**src/mxp_pkg.sv**
```systemverilog
// ----------------------------------------------------------------------------
// mxp_pkg: shared types for the modular exponentiation block
// Command and status groups passed between the controller and the datapath.
// ----------------------------------------------------------------------------
package mxp_pkg;

  // Commands from the controller to the datapath
  typedef struct packed {
    logic load;         // take a new item: capture base and exponent
    logic step;         // advance both multiplier lanes by one bit
    logic reduce_mode;  // lane B multiplies by one (base reduction pass)
    logic red_end;      // close the reduction pass: base power from lane B
    logic bit_end;      // close one exponent bit: square, conditional multiply
    logic out_load;     // move the finished value into the output register
  } mxp_cmd_t;

  // Status from the datapath to the controller
  typedef struct packed {
    logic exp_zero;       // exponent register is zero
    logic exp_high_zero;  // exponent register holds no set bit above bit 0
  } mxp_status_t;

endpackage

```
**src/mxp_lane.sv**
```systemverilog
// ----------------------------------------------------------------------------
// mxp_lane: bit-serial modular multiplier lane
// Interleaved double-and-add: one multiplier bit per step, MSB first,
// keeping the partial result below the modulus.
// ----------------------------------------------------------------------------
module mxp_lane #(
  parameter int W = 31
) (
  input  logic         clk,
  input  logic         clr,
  input  logic         en,
  input  logic [W-1:0] mcand,
  input  logic         mbit,
  input  logic [W-1:0] m,
  output logic [W-1:0] r
);

  logic [W:0]   dbl;
  logic [W-1:0] dbl_red;
  logic [W:0]   sum;
  logic [W-1:0] sum_red;
  logic [W-1:0] r_next;

  // Double the partial result and reduce once
  always_comb begin
    dbl     = {r, 1'b0};
    dbl_red = (dbl >= {1'b0, m}) ? W'(dbl - {1'b0, m}) : dbl[W-1:0];
  end

  // Add the multiplicand when the multiplier bit is set, reduce once
  always_comb begin
    sum     = {1'b0, dbl_red} + {1'b0, mcand};
    sum_red = (sum >= {1'b0, m}) ? W'(sum - {1'b0, m}) : sum[W-1:0];
    r_next  = mbit ? sum_red : dbl_red;
  end

  // Hold, clear or advance the partial result
  always_ff @(posedge clk) begin
    if (clr) begin
      r <= '0;
    end else if (en) begin
      r <= r_next;
    end
  end

endmodule

```
**src/mxp_dp.sv**
```systemverilog
// ----------------------------------------------------------------------------
// mxp_dp: datapath of the modular exponentiation block
// Modulus register, exponent shifter, base power and accumulator registers,
// two multiplier lanes (multiply and square) and the output register.
// ----------------------------------------------------------------------------
module mxp_dp #(
  parameter int W = 31
) (
  input  logic                 clk,
  input  logic                 rst,
  input  mxp_pkg::mxp_cmd_t    cmd,
  output mxp_pkg::mxp_status_t status,
  input  logic                 cfg_we,
  input  logic [W-1:0]         cfg_modulus,
  input  logic [W-1:0]         base_value,
  input  logic [W-1:0]         exponent_value,
  output logic [W-1:0]         power_result
);

  localparam logic [W-1:0] ONE = W'(1);

  logic [W-1:0] modulus;
  logic [W-1:0] m_eff;
  logic [W-1:0] mbits;
  logic [W-1:0] expo;
  logic [W-1:0] pw;
  logic [W-1:0] acc;
  logic         exp_was_zero;
  logic [W-1:0] ra;
  logic [W-1:0] rb;
  logic [W-1:0] mcand_b;
  logic         lane_clr;

  // Modulus register; zero behaves as one
  always_ff @(posedge clk) begin
    if (rst) begin
      modulus <= W'(2);
    end else if (cfg_we) begin
      modulus <= cfg_modulus;
    end
  end

  assign m_eff = (modulus == '0) ? ONE : modulus;

  // Lane A forms acc * pw, lane B forms pw * pw (or base * 1 when reducing)
  assign mcand_b  = cmd.reduce_mode ? ONE : pw;
  assign lane_clr = cmd.load | cmd.red_end | cmd.bit_end;

  mxp_lane #(.W(W)) u_lane_a (
    .clk   (clk),
    .clr   (lane_clr),
    .en    (cmd.step),
    .mcand (acc),
    .mbit  (mbits[W-1]),
    .m     (m_eff),
    .r     (ra)
  );

  mxp_lane #(.W(W)) u_lane_b (
    .clk   (clk),
    .clr   (lane_clr),
    .en    (cmd.step),
    .mcand (mcand_b),
    .mbit  (mbits[W-1]),
    .m     (m_eff),
    .r     (rb)
  );

  // Capture the item, shift multiplier bits, update powers per exponent bit
  always_ff @(posedge clk) begin
    if (cmd.load) begin
      mbits        <= base_value;
      expo         <= exponent_value;
      exp_was_zero <= (exponent_value == '0);
      acc          <= (m_eff == ONE) ? '0 : ONE;
    end else if (cmd.step) begin
      mbits <= {mbits[W-2:0], 1'b0};
    end else if (cmd.red_end) begin
      pw    <= rb;
      mbits <= rb;
    end else if (cmd.bit_end) begin
      pw    <= rb;
      mbits <= rb;
      expo  <= {1'b0, expo[W-1:1]};
      if (expo[0]) begin
        acc <= ra;
      end
    end
  end

  // Output register
  always_ff @(posedge clk) begin
    if (cmd.out_load) begin
      power_result <= exp_was_zero ? ONE : acc;
    end
  end

  assign status.exp_zero      = (expo == '0);
  assign status.exp_high_zero = (expo[W-1:1] == '0);

endmodule

```
**src/mxp_ctrl.sv**
```systemverilog
// ----------------------------------------------------------------------------
// mxp_ctrl: controller of the modular exponentiation block
// Sequences the base reduction pass and one multiply pass per exponent bit,
// and owns the input and output handshakes.
// ----------------------------------------------------------------------------
module mxp_ctrl #(
  parameter int W = 31
) (
  input  logic                 clk,
  input  logic                 rst,
  input  logic                 in_valid,
  output logic                 in_stall,
  output logic                 out_valid,
  input  logic                 out_stall,
  output mxp_pkg::mxp_cmd_t    cmd,
  input  mxp_pkg::mxp_status_t status
);

  localparam int CW = $clog2(W);

  localparam logic [2:0] S_IDLE   = 3'd0;
  localparam logic [2:0] S_REDUCE = 3'd1;
  localparam logic [2:0] S_REDEND = 3'd2;
  localparam logic [2:0] S_MULT   = 3'd3;
  localparam logic [2:0] S_MULEND = 3'd4;
  localparam logic [2:0] S_DONE   = 3'd5;

  localparam logic [CW-1:0] CNT_LAST = CW'(W - 1);

  logic [2:0]    state;
  logic [2:0]    state_next;
  logic [CW-1:0] cnt;
  logic          out_free;

  assign in_stall = (state != S_IDLE);
  assign out_free = !out_valid || !out_stall;

  // Next state and commands
  always_comb begin
    state_next = state;
    cmd        = '0;
    case (state)
      S_IDLE: begin
        cmd.load = in_valid;
        if (in_valid) begin
          state_next = S_REDUCE;
        end
      end
      S_REDUCE: begin
        cmd.step        = 1'b1;
        cmd.reduce_mode = 1'b1;
        if (cnt == CNT_LAST) begin
          state_next = S_REDEND;
        end
      end
      S_REDEND: begin
        cmd.red_end = 1'b1;
        state_next  = status.exp_zero ? S_DONE : S_MULT;
      end
      S_MULT: begin
        cmd.step = 1'b1;
        if (cnt == CNT_LAST) begin
          state_next = S_MULEND;
        end
      end
      S_MULEND: begin
        cmd.bit_end = 1'b1;
        state_next  = status.exp_high_zero ? S_DONE : S_MULT;
      end
      S_DONE: begin
        cmd.out_load = out_free;
        if (out_free) begin
          state_next = S_IDLE;
        end
      end
      default: begin
        state_next = S_IDLE;
      end
    endcase
  end

  // State register and bit counter
  always_ff @(posedge clk) begin
    if (rst) begin
      state <= S_IDLE;
      cnt   <= '0;
    end else begin
      state <= state_next;
      if (cmd.step) begin
        cnt <= (cnt == CNT_LAST) ? '0 : cnt + CW'(1);
      end
    end
  end

  // Output valid: set on load, drop when taken
  always_ff @(posedge clk) begin
    if (rst) begin
      out_valid <= 1'b0;
    end else if (cmd.out_load) begin
      out_valid <= 1'b1;
    end else if (!out_stall) begin
      out_valid <= 1'b0;
    end
  end

  a_load_when_free: assert property (@(posedge clk) disable iff (rst)
    cmd.out_load |-> (!out_valid || !out_stall))
    else $error("output register overwritten while holding an item");

  a_cnt_idle: assert property (@(posedge clk) disable iff (rst)
    (state == S_IDLE) |-> (cnt == '0))
    else $error("bit counter not at zero while idle");

  a_accept_starts: assert property (@(posedge clk) disable iff (rst)
    (state == S_IDLE && in_valid) |=> (state == S_REDUCE))
    else $error("accepted item did not start the reduction pass");

  a_valid_source: assert property (@(posedge clk) disable iff (rst)
    $rose(out_valid) |-> $past(cmd.out_load))
    else $error("output valid rose without a load");

endmodule

```
**src/modular_exponentiation.sv**
```systemverilog
// ----------------------------------------------------------------------------
// modular_exponentiation: base to the exponent modulo a configured modulus
// Right-to-left square-and-multiply on two bit-serial modular multipliers.
// ----------------------------------------------------------------------------
// Usage:
//   Input channel (in_valid / in_stall) carries base_value and exponent_value;
//   an item is taken when in_valid is high and in_stall low. One item is
//   worked on at a time, so in_stall stays high until the item is finished.
//   Output channel (out_valid / out_stall) carries power_result, one result
//   per item. The result sits in an output register: while the receiver
//   stalls it holds, and the block can already take and work on the next item.
//   Configuration channel (cfg_valid / cfg_ready) writes the modulus; ready is
//   always high. Write it only while the block is idle. Zero acts as one.
// Sequence: an accepted item runs the base reduction pass (S_REDUCE, then
// S_REDEND), then one multiply pass (S_MULT, then S_MULEND) per exponent bit
// up to the highest set bit (none for exponent zero), then S_DONE, which waits
// until the output register is free, loads it and returns to idle; out_valid
// rises in the same cycle as the block is idle again. The multiplier lanes take
// one multiplier bit per cycle, and each pass ends in its closing state.
// Reset (rst, synchronous) empties the output register, returns to idle and
// sets the modulus to 2.
// ----------------------------------------------------------------------------
module modular_exponentiation #(
  parameter int OPERAND_WIDTH = 31
) (
  input  logic                     clk,
  input  logic                     rst,
  input  logic                     cfg_valid,
  output logic                     cfg_ready,
  input  logic [OPERAND_WIDTH-1:0] modulus,
  input  logic                     in_valid,
  output logic                     in_stall,
  input  logic [OPERAND_WIDTH-1:0] base_value,
  input  logic [OPERAND_WIDTH-1:0] exponent_value,
  output logic                     out_valid,
  input  logic                     out_stall,
  output logic [OPERAND_WIDTH-1:0] power_result
);

  mxp_pkg::mxp_cmd_t    cmd;
  mxp_pkg::mxp_status_t status;

  assign cfg_ready = 1'b1;

  mxp_ctrl #(.W(OPERAND_WIDTH)) u_ctrl (
    .clk       (clk),
    .rst       (rst),
    .in_valid  (in_valid),
    .in_stall  (in_stall),
    .out_valid (out_valid),
    .out_stall (out_stall),
    .cmd       (cmd),
    .status    (status)
  );

  mxp_dp #(.W(OPERAND_WIDTH)) u_dp (
    .clk            (clk),
    .rst            (rst),
    .cmd            (cmd),
    .status         (status),
    .cfg_we         (cfg_valid & cfg_ready),
    .cfg_modulus    (modulus),
    .base_value     (base_value),
    .exponent_value (exponent_value),
    .power_result   (power_result)
  );

endmodule
```
**config.mk**
```make
export PLATFORM = sky130hd
export DESIGN_NAME = modular_exponentiation
export DESIGN_NICKNAME = d
export VERILOG_FILES = /design/src/mxp_pkg.sv /design/src/mxp_lane.sv /design/src/mxp_dp.sv /design/src/mxp_ctrl.sv /design/src/modular_exponentiation.sv
export SDC_FILE = /design/constraint.sdc
export NUM_CORES = 1
export LEC_CHECK = 0
export BUFFER_PORTS_ARGS = -buffer_cell sky130_fd_sc_hd__buf_2
export CORE_ASPECT_RATIO = 0.8
export CORE_MARGIN = 3
export CORE_UTILIZATION = 25
export DETAILED_ROUTE_END_ITERATION = 8
export MAX_ROUTING_LAYER = met4
export SLEW_MARGIN = 40
export SYNTH_ARGS = -nofsm -noshare
export SYNTH_HDL_FRONTEND = slang
export SYNTH_SLANG_ARGS = --single-unit
```
**constraint.sdc**
```tcl
create_clock -name clk -period 10.11 [get_ports clk]
set_input_delay 1.011 -clock clk [delete_from_list [all_inputs] [get_ports clk]]
set_output_delay 1.011 -clock clk [all_outputs]
set_load 0.005 [all_outputs]
```
==> flow_metrics.tcl, run 1 <==
set metrics [dict create \
    clk_latency_ns 0.57 \
    design.core.area_um2 84600 \
    cpMostUsedCell "a21o_1" \
    die_w_um 334 \
    ys_ff_latch 258 \
    drtIter0Drc 2140 \
    die_h_um 268 \
    synth_nets 2772 \
    numCtsBuffers 34 \
    place_area_um2 23500 \
    final_antenna_net_count 0 \
    grt_max_degree 85 \
    finalSetupViolations 0 \
    wire_per_inst_um 20.2 \
    synth-edff-count 156 \
    period_share_pct 96.6 \
    drive_above_1_share_pct 12.3 \
    cts_root_buffer "clkbuf_16" \
    worstMarginPinSlew_ns 0.871 \
    reg2reg_slack_ns 0.34 \
    synth-main-ff-cell "edfxtp_1" \
    multi_input_area_um2 14100 \
    grt_setup_unrepaired "false" \
    relSlewSlack_pct 41.9 \
    cp.arrival_ns 10.27 \
    clk_path_buf_depth 3 \
    max_clock_freq_mhz 102 \
    syn_area_per_cell_um2 8.67 \
    area_delta_synth_final_pct 15.0 \
    instances_no_fill 3731 \
    crit_path_end_kind "flop" \
    grtUsageMet3_pct 4.34 \
    dp_hpwl_um 57800 \
    regArea_um2 6730 \
    antenna_found_initial 12 \
    fillCellCount 9041 \
    hold_path_class "reg2reg" \
    crit_type "reg2reg" \
    gp_congestion 0.936 \
    start_util_pct 25.4 \
    met1_usage_pct 23.7 \
    worstPathRequired_ns 10.61 \
    std_cell_rows 95 \
    routed_wl_um 75300 \
    ys_warn_count 0 \
    drtPass1Iterations 6 \
    grt_usage_pct 16.8 \
    cts_tree "done" \
    final_common_cell "a21oi_1" \
    hold_viol 0 \
    place_inst 3658 \
    final_cell_mix "a21oi_1, nand2_1, ha_1" \
    io_buffers 130 \
    slowest_delay_ns 0.66 \
    fin_ws_ns 0.342 \
    vias 19700 \
    place_ws_ns 0.753 \
    grt_pass1_wl_um 113000 \
    fin_skew_ns 0.0411 \
    top_usage_layer "met1" \
    clock-sinks 258 \
    avgViaCountPerCell 5.29 \
    finalMaxSlewViolations 0 \
    grt_pass1_vias 18400 \
    critPathSlowestCell "a2111oi_0" \
    synthCells 2480 \
    synth-async-reset-ratio_pct 0 \
    startpoint_type "flop" \
    cap_violations 0 \
    final_nets 2876 \
    io_pins 132 \
    crit_fanout 10 \
    clkTransAtPathRegs_ns 0.06 \
    dieArea_um2 89500 \
    htreeDepth 2 \
    met2_usage_pct 23.7 \
    synth_area_um2 21500 \
    final.min_clock_period_ns 9.77 \
    fin_tns_setup_ns 0 \
    overflow 0 \
    synth-seq-area-share_pct 31.3 \
    outcome "complete, no violations" \
    drc_errors 0 \
    finish.instance_area_um2 24700 \
    synth_cell_types 82 \
    hold_buffers 0 \
]
## through the flow
step	util [%]	hold slack, ns
6_report	29.2	0.499
3_5_place_dp	27.8	0.485
5_1_grt	29.2	0.519
4_1_cts	29.0	0.501
3_3_place_gp	27.7	0.481
2_1_floorplan	-	0.437
## cell type report
cell class | instances | share of cell area (%)
clock buffer | 46 | 3.88
sequential | 258 | 27.2
inverter | 96 | 1.46
clock inverter | 16 | 0.516
timing repair buffer | 170 | 4.20
tap | 1115 | 5.65
multi-input combinational | 2024 | 57.0
antenna | 6 | 0.0608
## path summary, 6_finish.rpt
check | start | endpoint | cells past startpoint
worst max register to register | u_dp.modulus[1] | u_dp.u_lane_a.r[14] | 36
worst min register to register | u_ctrl.cnt[0] | u_ctrl.cnt[0] | 2
worst max-delay path | u_dp.modulus[1] | u_dp.u_lane_a.r[14] | 36
worst min-delay path | u_ctrl.cnt[0] | u_ctrl.cnt[0] | 2
## layer usage
layer	vias up	wire length, um
met3	117	6840
met1	9354	36200
met5	-	0
li1	9502	-
met2	747	30700
met4	0	1610
## logic make-up after synthesis
logic type	after synthesis	synth area share (%)
adder cells (fa/ha/maj)	194	11.5
flip-flops	258	31.3
XOR/XNOR	139	5.66
other	1	0.0174
buffers and inverters	198	3.52
multiplexers	128	6.27
AND/OR/NAND/NOR	766	17.6
AO/OA/AOI/OAI	796	24.1
## what timing repair did
action                     CTS  global route
setup buffers                0             3
resized for setup            0             1
hold endpoints to repair     0             0
setup endpoints to repair    0            17
## cell usage after synthesis, drive strengths merged (78+ instances only)
library cell  instances  share of area (%)
clkbuf               87                1.5
nor2                162                2.9
o21ai               172                4.0
xnor2                82                3.3
dfxtp               102                9.5
edfxtp              156                 22
a21oi               229                5.4
nand2               212                3.7
inv                  96                1.7
ha                  188                 11
a21o                 78                2.7
nor2b               115                3.3
## flip-flops by register name, indices dropped and copies added, names as in the netlist, 3 cells and up
signal             count
u_dp.u_lane_a.r       31
u_dp.acc              31
u_ctrl.cnt             5
u_dp.expo             31
u_dp.u_lane_b.r       31
u_dp.power_result     31
u_ctrl.state           3
u_dp.mbits            31
u_dp.modulus          31
u_dp.pw               31
## critical path, delay by kind of cell (launching register included)
family | cells | cell delay, ns
muxes | 1 | 0.41
xor gates and xnor gates | 1 | 0.19
buffers and inverters | 3 | 0.55
AOI/OAI and AO/OA | 20 | 5.25
adders and majority gates | 3 | 1.02
and+or+nand+nor | 8 | 1.76
DFF | 1 | 0.50
Power of run 1 is not shown: default switching activity piles up to over one toggle a cycle in this logic, so the estimate is an artifact.
==> run 2: changes to the inputs <==
- REMOVE_ABC_BUFFERS: unset -> 1
- clock period: 10.11 -> 9.35 ns (I/O delays scaled with it)
==> run 2 against run 1 <==
Setup slack improved by 0.28 ns. Global-route usage barely moved. Via count rose by 0.15%. Core utilization rose by 0.13 points. Sequential share of layout area fell by 0.12 points. Maximum frequency rose by 12%. Highest routed layer unchanged. Non-clock buffer count rose by 18. Final area rose by 0.43%. Count of clock-buffer cells in the layout fell by 8. Register-to-register slack improved by 0.28 ns.
==> flow_metrics.tcl, run 2 (synthesis results as in run 1) <==
set metrics [dict create \
    outcome "complete, no violations" \
    hold_path_class "reg2reg" \
    clock-sinks 258 \
    final_cell_mix "a21oi_1, nand2_1, ha_1" \
    reg2reg_depth 34 \
    numCtsBuffers 31 \
    worstMarginPinSlew_ns 0.838 \
    crit_type "reg2reg" \
    worstPathRequired_ns 9.83 \
    startpoint "u_dp.modulus[25]" \
    gp_congestion 0.950 \
    hold_viol 0 \
    overflow 0 \
    grt_pass1_vias 18100 \
    grt_max_degree 77 \
    drtIter0Drc 1844 \
    cpMostUsedCell "a21o_1" \
    slowest_delay_ns 0.51 \
    relSlewSlack_pct 44.1 \
    die_h_um 268 \
    fillCellCount 9018 \
    avgViaCountPerCell 5.26 \
    period_share_pct 93.4 \
    cts_root_buffer "clkbuf_16" \
    routed_wl_um 76000 \
    dieArea_um2 89500 \
    drive_above_1_share_pct 13.2 \
    reg2reg_slack_ns 0.62 \
    crit_path_end_kind "flop" \
    final.min_clock_period_ns 8.73 \
    finalMaxSlewViolations 0 \
    clk_latency_ns 0.61 \
    place_inst 3676 \
    clkTransAtPathRegs_ns 0.07 \
    finalSetupViolations 0 \
    critPathSlowestCell "a2111oi_2" \
    grt_setup_unrepaired "false" \
    dp_hpwl_um 57600 \
    drc_errors 0 \
    grt_pass1_wl_um 113000 \
    crit_fanout 12 \
    fin_skew_ns 0.0246 \
    startpoint_type "flop" \
    max_clock_freq_mhz 115 \
    io_pins 132 \
    wire_per_inst_um 20.2 \
    antenna_found_initial 13 \
    vias 19800 \
    die_w_um 334 \
    start_util_pct 25.4 \
    reg2reg_to "u_dp.u_lane_a.r[23]" \
    rr_startpoint "u_dp.modulus[25]" \
    design.core.area_um2 84600 \
    final_common_cell "a21oi_1" \
    instances_no_fill 3754 \
    grt_usage_pct 16.8 \
    io_buffers 130 \
    drtPass1Iterations 6 \
    htreeDepth 1 \
    final_nets 2892 \
    final_antenna_net_count 0 \
    cp-endpoint "u_dp.u_lane_a.r[23]" \
    clk_path_buf_depth 3 \
    cap_violations 0 \
    cp.arrival_ns 9.21 \
    std_cell_rows 95 \
    area_delta_synth_final_pct 15.5 \
    cts_tree "done" \
    hold_buffers 0 \
]
==> run 2: cell count changes in the layout (fill, tap and decap cells not counted), moves of 2 or more <==
cell	change
clkinv_1	-3
buf_4	+23
clkinvlp_4	+4
clkbuf_8	-2
clkinv_8	-2
clkbuf_16	-4
buf_12	-3
clkbuf_1	-2
bufinv_16	+3
nor4_2	+2
nor4_1	-3
a21oi_1	-2
diode_2	+8
==> run 2: worst min path at each step <==
stage,startpoint,end,slack [ns],cells past startpoint
2_1_floorplan,u_dp.u_lane_b.r[22],u_dp.pw[22],0.44,0
3_3_place_gp,u_dp.u_lane_b.r[22],u_dp.pw[22],0.48,0
3_5_place_dp,u_ctrl.cnt[0],u_ctrl.cnt[0],0.49,2
4_1_cts,u_ctrl.cnt[0],u_ctrl.cnt[0],0.50,2
5_1_grt,u_ctrl.cnt[0],u_ctrl.cnt[0],0.52,2
6_report,u_ctrl.cnt[0],u_ctrl.cnt[0],0.50,2
==> run 2: per-layer routing <==
layer | share of wire [%] | track usage [%]
met1 | 49 | 24.7
met2 | 37 | 21.4
met3 | 11 | 6.01
met4 | 2.2 | 3.36
met5 | 0 | -
==> run 2: final cells by class <==
cell class | instances | area [um2] | share of cell area [%]
repair buffers | 188 | 1110 | 4.46
diodes | 14 | 35.0 | 0.141
flip-flops and latches | 258 | 6730 | 27.1
clock inverters | 20 | 218 | 0.877
well taps | 1115 | 1400 | 5.62
clock buffers | 38 | 823 | 3.32
inverters | 96 | 363 | 1.46
multi-input cells | 2025 | 14100 | 57.0
==> run 2: repair_timing <==
action / CTS / global route
setup endpoints to repair: 14 / 48
gates resized for setup: 2 / 11
setup buffers: 0 / 5
pin swaps: 0 / 2
cloned: 0 / 1
==> run 2: worst max-delay path, delay by kind of cell (launching register included) <==
kind / cells / cell delay [ns]
XOR/XNOR: 1 / 0.18
AND/OR/NAND/NOR: 9 / 2.03
buffers and inverters: 1 / 0.20
multiplexers: 1 / 0.38
flip-flops: 1 / 0.33
adder cells (fa/ha/maj): 3 / 0.84
AO/OA/AOI/OAI: 19 / 4.62
==> run 2: metrics by stage <==
step                      setup slack [ns]  setup TNS, ns  cell area [um2]  utilization, %  hold WS, ns
after global placement               0.339              0            23600            27.9        0.476
final                                0.619              0            24800            29.3        0.496
after global routing                0.0368              0            24800            29.3        0.518
after floorplan                      -1.20         -26.66            21100               -        0.437
after CTS                            0.222              0            24700            29.2        0.496
after detailed placement           -0.0930         -0.594            23600            27.9        0.486
Power of run 2 is left out for the same reason.
